`config.mk`:
```
export PLATFORM = sky130hd
export DESIGN_NAME = stepper_obstacle_avoid_controller_top
export DESIGN_NICKNAME = d
export VERILOG_FILES = /design/src/rtl/core/soac_pkg.sv /design/src/rtl/core/stepper_obstacle_avoid_controller_top.sv /design/src/rtl/core/soac_step.sv
export SDC_FILE = /design/constraint.sdc
export NUM_CORES = 1
export LEC_CHECK = 0
export BUFFER_PORTS_ARGS = -buffer_cell sky130_fd_sc_hd__buf_2
export CELL_PAD_IN_SITES_DETAIL_PLACEMENT = 0
export CELL_PAD_IN_SITES_GLOBAL_PLACEMENT = 1
export CORE_MARGIN = 2
export CORE_UTILIZATION = 50
export CTS_BUF_LIST = sky130_fd_sc_hd__clkbuf_16
export CTS_CLUSTER_SIZE = 24
export DETAILED_ROUTE_END_ITERATION = 10
export PLACE_DENSITY = 0.84
export SYNTH_ARGS = -nofsm -noshare
export SYNTH_HDL_FRONTEND = slang
export SYNTH_HIERARCHICAL = 1
export SYNTH_SLANG_ARGS = --single-unit
```
`constraint.sdc`:
```
create_clock -name i_clk -period 12.6 [get_ports i_clk]
set_input_delay 1.26 -clock i_clk [delete_from_list [all_inputs] [get_ports i_clk]]
set_output_delay 1.26 -clock i_clk [all_outputs]
set_load 0.005 [all_outputs]
```
`src/rtl/core/soac_pkg.sv`:
```
// ----------------------------------------------------------------------------
// soac_pkg
// Shared types, constants and helper functions for the obstacle-avoiding
// stepper controller.
// ----------------------------------------------------------------------------
package soac_pkg;

    // Run modes reported on the result channel.
    typedef enum logic [1:0] {
        MODE_STOP = 2'd0,
        MODE_FWD  = 2'd1,
        MODE_TURN = 2'd2
    } t_mode;

    // Event kinds carried by an input request.
    typedef enum logic [1:0] {
        KIND_TICK  = 2'd0,
        KIND_ECHO  = 2'd1,
        KIND_START = 2'd2,
        KIND_STOP  = 2'd3
    } t_kind;

    // Configuration register indexes.
    localparam logic CFG_TURN_STEPS = 1'b0;
    localparam logic CFG_NEAR_CM    = 1'b1;

    // Configuration reset values.
    localparam logic [7:0] TURN_STEPS_RST = 8'd70;
    localparam logic [7:0] NEAR_CM_RST    = 8'd10;

    // Phase value meaning the wheel has not been stepped yet.
    localparam logic [2:0] PHASE_NONE = 3'd7;

    // Echo counts above this limit are treated as a fault.
    localparam logic [15:0] ECHO_LIMIT = 16'd65000;
    // From this count on, count*32/29 reaches 256 and saturates.
    localparam logic [15:0] ECHO_SAT_TICKS = 16'd232;
    // Reciprocal of 29 scaled by 2^16, exact for numerators below 7424.
    localparam logic [11:0] RECIP_29 = 12'd2260;

    // Controller state carried from one event to the next.
    typedef struct packed {
        t_mode       mode;
        logic [7:0]  turn_count;
        logic [2:0]  phase_a;
        logic [2:0]  phase_b;
        logic [7:0]  distance;
        logic [3:0]  drive_a;
        logic [3:0]  drive_b;
    } t_state;

    // One step forward; the first step lands on phase 0.
    function automatic logic [2:0] phase_fwd(input logic [2:0] p);
        logic [1:0] nxt;
        nxt = p[1:0] + 2'd1;
        return (p > 3'd3) ? 3'd0 : {1'b0, nxt};
    endfunction

    // One step backward; the first step lands on phase 3.
    function automatic logic [2:0] phase_back(input logic [2:0] p);
        logic [1:0] nxt;
        nxt = p[1:0] - 2'd1;
        return (p > 3'd3) ? 3'd3 : {1'b0, nxt};
    endfunction

    // One-hot coil pattern for a phase.
    function automatic logic [3:0] coil_of(input logic [2:0] p);
        return 4'b0001 << p[1:0];
    endfunction

    // Echo count to centimeters: floor(count*32/29), 0 on fault, 255 at most.
    function automatic logic [7:0] echo_to_cm(input logic [15:0] ticks,
                                              input logic        timeout);
        logic [12:0] num;
        logic [24:0] prod;
        num  = {ticks[7:0], 5'b00000};
        prod = {12'b0, num} * {13'b0, RECIP_29};
        if (timeout || (ticks > ECHO_LIMIT)) begin
            return 8'd0;
        end else if (ticks >= ECHO_SAT_TICKS) begin
            return 8'd255;
        end
        return prod[23:16];
    endfunction

    // Thermometer bar with distance/8 low bits lit.
    function automatic logic [7:0] led_of(input logic [7:0] d);
        logic [4:0] bars;
        logic [7:0] led;
        bars = d[7:3];
        for (int i = 0; i < 8; i++) begin
            led[i] = (bars > 5'(i));
        end
        return led;
    endfunction

endpackage

```
`src/rtl/core/stepper_obstacle_avoid_controller_top.sv`:
```
// ----------------------------------------------------------------------------
// stepper_obstacle_avoid_controller_top
// Two-wheel one-phase stepper controller for an obstacle-avoiding robot.
// ----------------------------------------------------------------------------
// Each request is one event (motor tick, echo measurement, start or stop) and
// produces exactly one result with both coil patterns, the mode, the latest
// distance and an LED bar. A request is taken every cycle while o_ready is high:
// it is held in the input register, its whole effect is computed in one pass of
// logic while it moves into the result register, and throughput is one request
// per cycle, limited only by the downstream ready. Configuration writes take
// effect on the next edge and should be made while no request is in flight.
module stepper_obstacle_avoid_controller_top
    import soac_pkg::*;
(
    input  logic        i_clk,
    input  logic        i_rst_n,
    // Configuration write port.
    input  logic        i_cfg_we,
    input  logic        i_cfg_addr,
    input  logic [7:0]  i_cfg_data,
    // Event request channel.
    input  logic        i_valid,
    output logic        o_ready,
    input  logic [1:0]  i_kind,
    input  logic [15:0] i_echo_ticks,
    input  logic        i_echo_timeout,
    // Result channel.
    output logic        o_valid,
    input  logic        i_ready,
    output logic [3:0]  o_coils_a,
    output logic [3:0]  o_coils_b,
    output logic [1:0]  o_mode,
    output logic [7:0]  o_distance_cm,
    output logic [7:0]  o_led_bar
);

    logic        r_in_valid;
    logic [1:0]  r_kind;
    logic [15:0] r_echo_ticks;
    logic        r_echo_timeout;
    logic [7:0]  r_turn_steps;
    logic [7:0]  r_near_cm;
    t_state      r_state;
    t_state      n_state;
    logic        r_out_valid;
    logic        advance;

    // The held request moves on when the result register is free or drained.
    assign advance = r_in_valid && (!r_out_valid || i_ready);
    assign o_ready = !r_in_valid || advance;

    // Configuration registers.
    always_ff @(posedge i_clk) begin
        if (!i_rst_n) begin
            r_turn_steps <= TURN_STEPS_RST;
            r_near_cm    <= NEAR_CM_RST;
        end else if (i_cfg_we) begin
            if (i_cfg_addr == CFG_TURN_STEPS) begin
                r_turn_steps <= i_cfg_data;
            end else if (i_cfg_addr == CFG_NEAR_CM) begin
                r_near_cm <= i_cfg_data;
            end
        end
    end

    // Input register.
    always_ff @(posedge i_clk) begin
        if (!i_rst_n) begin
            r_in_valid <= 1'b0;
        end else if (o_ready) begin
            r_in_valid <= i_valid;
        end
    end

    always_ff @(posedge i_clk) begin
        if (o_ready && i_valid) begin
            r_kind         <= i_kind;
            r_echo_ticks   <= i_echo_ticks;
            r_echo_timeout <= i_echo_timeout;
        end
    end

    // Event logic.
    soac_step u_step (
        .i_cur          (r_state),
        .i_kind         (t_kind'(r_kind)),
        .i_echo_ticks   (r_echo_ticks),
        .i_echo_timeout (r_echo_timeout),
        .i_turn_steps   (r_turn_steps),
        .i_near_cm      (r_near_cm),
        .o_nxt          (n_state)
    );

    // Controller state advances once per processed request.
    always_ff @(posedge i_clk) begin
        if (!i_rst_n) begin
            r_state.mode       <= MODE_STOP;
            r_state.turn_count <= 8'd0;
            r_state.phase_a    <= PHASE_NONE;
            r_state.phase_b    <= PHASE_NONE;
            r_state.distance   <= 8'd0;
            r_state.drive_a    <= 4'd0;
            r_state.drive_b    <= 4'd0;
        end else if (advance) begin
            r_state <= n_state;
        end
    end

    // Result register.
    always_ff @(posedge i_clk) begin
        if (!i_rst_n) begin
            r_out_valid <= 1'b0;
        end else if (advance) begin
            r_out_valid <= 1'b1;
        end else if (i_ready) begin
            r_out_valid <= 1'b0;
        end
    end

    always_ff @(posedge i_clk) begin
        if (advance) begin
            o_coils_a     <= n_state.drive_a;
            o_coils_b     <= n_state.drive_b;
            o_mode        <= n_state.mode;
            o_distance_cm <= n_state.distance;
            o_led_bar     <= led_of(n_state.distance);
        end
    end

    assign o_valid = r_out_valid;

endmodule

```
`src/rtl/core/soac_step.sv`:
```
// ----------------------------------------------------------------------------
// soac_step
// Next-state logic for one event: mode sequencing, wheel stepping and
// echo-to-distance conversion.
// ----------------------------------------------------------------------------
module soac_step
    import soac_pkg::*;
(
    input  t_state      i_cur,
    input  t_kind       i_kind,
    input  logic [15:0] i_echo_ticks,
    input  logic        i_echo_timeout,
    input  logic [7:0]  i_turn_steps,
    input  logic [7:0]  i_near_cm,
    output t_state      o_nxt
);

    // The tick rule runs turn, then forward, then stop, so a turn that ends
    // falls into the forward action in the same tick.
    always_comb begin
        o_nxt = i_cur;
        case (i_kind)
            KIND_TICK: begin
                if (o_nxt.mode == MODE_TURN) begin
                    if (o_nxt.turn_count == i_turn_steps) begin
                        o_nxt.mode = MODE_FWD;
                    end
                    o_nxt.phase_a    = phase_fwd(o_nxt.phase_a);
                    o_nxt.phase_b    = phase_fwd(o_nxt.phase_b);
                    o_nxt.drive_a    = coil_of(o_nxt.phase_a);
                    o_nxt.drive_b    = coil_of(o_nxt.phase_b);
                    o_nxt.turn_count = o_nxt.turn_count + 8'd1;
                end
                if (o_nxt.mode == MODE_FWD) begin
                    o_nxt.turn_count = 8'd0;
                    if (o_nxt.distance < i_near_cm) begin
                        o_nxt.mode = MODE_TURN;
                    end
                    o_nxt.phase_a = phase_fwd(o_nxt.phase_a);
                    o_nxt.phase_b = phase_back(o_nxt.phase_b);
                    o_nxt.drive_a = coil_of(o_nxt.phase_a);
                    o_nxt.drive_b = coil_of(o_nxt.phase_b);
                end
                if (o_nxt.mode == MODE_STOP) begin
                    o_nxt.turn_count = 8'd0;
                end
            end
            KIND_ECHO: begin
                o_nxt.distance = echo_to_cm(i_echo_ticks, i_echo_timeout);
            end
            KIND_START: begin
                o_nxt.mode = MODE_FWD;
            end
            KIND_STOP: begin
                o_nxt.mode = MODE_STOP;
            end
            default: begin
                o_nxt = i_cur;
            end
        endcase
    end

endmodule

```
==> summary.txt <==
Die
  – Die width: roughly 110 um
  – I/O Pins: slightly above 60
  – Die Span Y: 112 um
  – Initial core utilization: between 50% and 60%
  – DIE AREA: around 13,000 sq um
  – Core ar.: between 10,000 and 15,000 sq um
  – Num rows: 39

Synth
  – Cell Area, Synth: just under 6000 sq um
  – Yosys reg bits: 95
  – Seq/Total Area, Yosys: approximately two fifths
  – Yosys warnings: 6
  – Synth Area in Adders: around 15%
  – Most used DFF post-synth: dfxtp_1
  – Distinct cells, synth: 65
  – Main combinational cell family by area after synthesis: simple AND/OR/NAND/NOR gates
  – Synth Net Count: between 700 and 800
  – Synth Area in Simple Gates: around 17%
  – Post-synth EDFFs: 45
  – Post-synthesis mux area share: under 10%
  – Xor and xnor fraction of the mapped netlist area: under 10%
  – Avg Cell Area, Syn: approximately 9.5 sq um
  – Async set-or-reset flop fraction in the synthesized netlist: 0%
  – Post-synthesis compound-gate area fraction: approximately 15%
  – Synthesized instance count: roughly 620

Clock network
  – Clock buffer depth: 2
  – Clk sinks: 95
  – CTS tree: yes
  – H-tree levels: 3
  – PostCTS Resize Cnt: 0
  – Reg clk slew, reported paths: around 0.060 ns
  – Setup Fix Bufs, Post-CTS: 0
  – Num CTS Buffers: 9
  – CTS Hold Bufs: 0
  – CTS root buffer: clkbuf_16
  – Worst-skew pair later-pin latency: approximately 0.34 ns

STA
  – Worst Skew: 0.00725 ns
  – Final min period: about 4.7 ns
  – Finish-stage setup viols: 0
  – Setup_tns: 0 ns
  – Slew Viols, Final: 0
  – Max-slew headroom: 33.0%
  – Final Hold Vio Count: 0
  – Worst hold slack: around 0.47 ns
  – Final Cycle Share: between 30% and 40%
  – Worst Max-Slew Pin Slew: approximately 1.0 ns
  – RSZ-0062 raised after global routing: false
  – Max Clk Rate: around 0.21 GHz

Pwr
  – Power Total: just under 800 uW
  – Switching part of the total: 28.3%
  – P_int: around 560 uW
  – Seq pwr share: 44.4%
  – Peak supply drop: between 80 and 90 uV
  – Logic pwr share: between 20% and 30%
  – LEAKAGE: 2.76 nW
  – Sw power: ~220 uW
  – Power Dens Cells: approximately 120 nW/um^2
  – Clock Power Share: approximately 33%

GRT
  – GRT Util Overall: around a fifth
  – First-pass GRT wire length: 20.7 mm
  – Number of global-route vias before repair: between 4,000 and 5,000
  – Largest net degree at the start of global routing: 77
  – Total grt overflow: 0
  – Initial antenna violation count: 0

Min path
  – Endpoint, Worst Hold: r_state[3]
  – Worst hold path type: reg -> reg
  – Hold path start: r_state[3]
  – Hold path cells: 2

Worst setup path
  – Required time of the critical path: between 10 and 15 ns
  – CP startpoint kind: flip-flop
  – CP max stage cell: edfxtp_1
  – Max FO, Critical Path: 6
  – R2r startpoint: r_echo_ticks[4]
  – Reg2reg path depth: 16
  – Largest stage delay, worst path: ~0.50 ns
  – Flop-to-flop setup slack: a little under 8 ns
  – CP cell instances: ha_1 > ha_1 > inv_1 > fa_1 > inv_1 > fa_1 > ha_1 > a21oi_1 > o221ai_1 > a31oi_1 > o21ai_0 > o311ai_0 > a22oi_1 > nor3_1 > inv_1 > or3_1
  – Worst R2R End: o_led_bar[0]
  – Crit path capture type: flip-flop
  – Crit Path Category: reg -> reg
  – WP data arrival: ~4.8 ns

Routing
  – Vias per inst: approximately 5.5
  – Iteration-0 DRC Markers: around 240
  – Routed wire length: around 12 mm
  – First drt pass iteration count: 4
  – # DRC: 0
  – Antenna Violating Nets Remaining: 0
  – Routed via count: between 4,000 and 5,000
  – Wirelength per Cell: approximately 15 um

Layout
  – Nets@finish: around 760
  – Commonest cells after routing, fill and taps aside: nand2_1 (123), buf_2 (60), ha_1 (52), dfxtp_1 (50), edfxtp_1 (45)
  – Commonest non-fill, non-tap cell in the layout: nand2_1
  – Layout cell share with drive strength beyond 1: between 10% and 20%
  – Filler cells: 1,040
  – Fin cells: 812
  – Diode count: 0
  – End-of-flow core utilization: 56.6%
  – Synth-to-layout area growth: 10.4%

Run
  – Maxcap violations: 0

Placement
  – Gpl congestion: 0.888
  – Port bufs: 60
  – Placed Cells: ~800
  – DP Wirelength: 9.11 mm

Outcome
  – Status: finished, final reports clean
[registers in the layout (all words and copies together), names as in the netlist]
name	count
r_state	32
r_echo_ticks	16
o_distance_cm	8
o_led_bar	8
r_near_cm	8
r_turn_steps	8
o_coils_a	4
o_coils_b	4
o_mode	2
r_kind	2
o_valid	1
r_echo_timeout	1
r_in_valid	1
[per-stage QoR]
stage	worst slack, ns	instance area (sq um)
after floorplan	8.32	5850
after global placement	8.05	6180
after detailed placement	7.90	6180
after CTS	7.89	6460
after global routing	7.54	6460
final	7.88	6460
[worst max-delay path by stage]
stage / from / endpoint / slack (ns)
after floorplan: r_echo_ticks[4] / o_led_bar[0] / 8.32
after global placement: r_echo_ticks[4] / o_led_bar[0] / 8.05
after detailed placement: r_echo_ticks[4] / o_led_bar[0] / 7.90
after CTS: r_echo_ticks[4] / o_led_bar[0] / 7.89
after global routing: r_echo_ticks[4] / o_led_bar[0] / 7.54
final: r_echo_ticks[4] / o_led_bar[0] / 7.88
[critical path: cells and delay by family (launching register included)]
family | cells | cell delay, ns
AND/OR/NAND/NOR | 2 | 0.64
adder cells (fa/ha/maj) | 5 | 1.95
AO/OA/AOI/OAI | 6 | 1.20
buffers and inverters | 3 | 0.18
flip-flops | 1 | 0.50
[layer usage]
metal / vias to the layer above / part of all wire, % / global-route usage, %
met5: - / 0 / 0
met4: 0 / 1.5 / 8.46
met3: 13 / 3.9 / 3.56
met2: 92 / 43 / 30.2
met1: 2101 / 51 / 29.7
li1: 2287 / - / -
[cell families after synthesis]
| group | Yosys count |
|---|---|
| AOI/OAI and AO/OA | 132 |
| xor gates and xnor gates | 22 |
| adders and majority gates | 62 |
| buffers and inverters | 66 |
| DFF | 95 |
| muxes | 27 |
| and+or+nand+nor | 215 |
[power by group through the flow]
| stage | Clock, mW | Combinational (mW) | Sequential (mW) |
|---|---|---|---|
| after global placement | 0 | 0.168 | 0.355 |
| final | 0.260 | 0.178 | 0.349 |
| after detailed placement | 0 | 0.173 | 0.356 |
| after global routing | 0.281 | 0.199 | 0.351 |
| after CTS | 0.268 | 0.176 | 0.349 |
| after floorplan | 0 | 0.134 | 0.352 |
[synthesized netlist by cell type (6+ instances only)]
cell type  instances  area [sq um]
a22oi_1            7          52.6
mux2i_1           26           260
a21o_1             9          67.6
a21boi_0          10          75.1
xnor2_1            7          61.3
xor2_1            15           131
edfxtp_1          45          1350
nand2_1          123           462
nand3_1           11          55.1
nor2_1            25          93.8
a21oi_1           31           155
ha_1              52           651
inv_1             38           143
nand2b_1           8          50.1
nor3_1             9          45.0
buf_2             13          65.1
dfxtp_1           50          1000
nand4_1            7          43.8
o311ai_1           6          52.6
clkbuf_1          10          37.5
fa_1              10           200
o21ai_0           25           125
[layout make-up]
class                   count  area, sq um  area share [%]
well taps                 143          179            2.77
clock inverters             7         55.1           0.852
flip-flops and latches     95         2350            36.4
repair buffers             61          308            4.76
inverters                  39          146            2.27
multi-input cells         458         3200            49.5
clock buffers               9          225            3.48
Note: power is estimated with default switching activity, not from simulation.
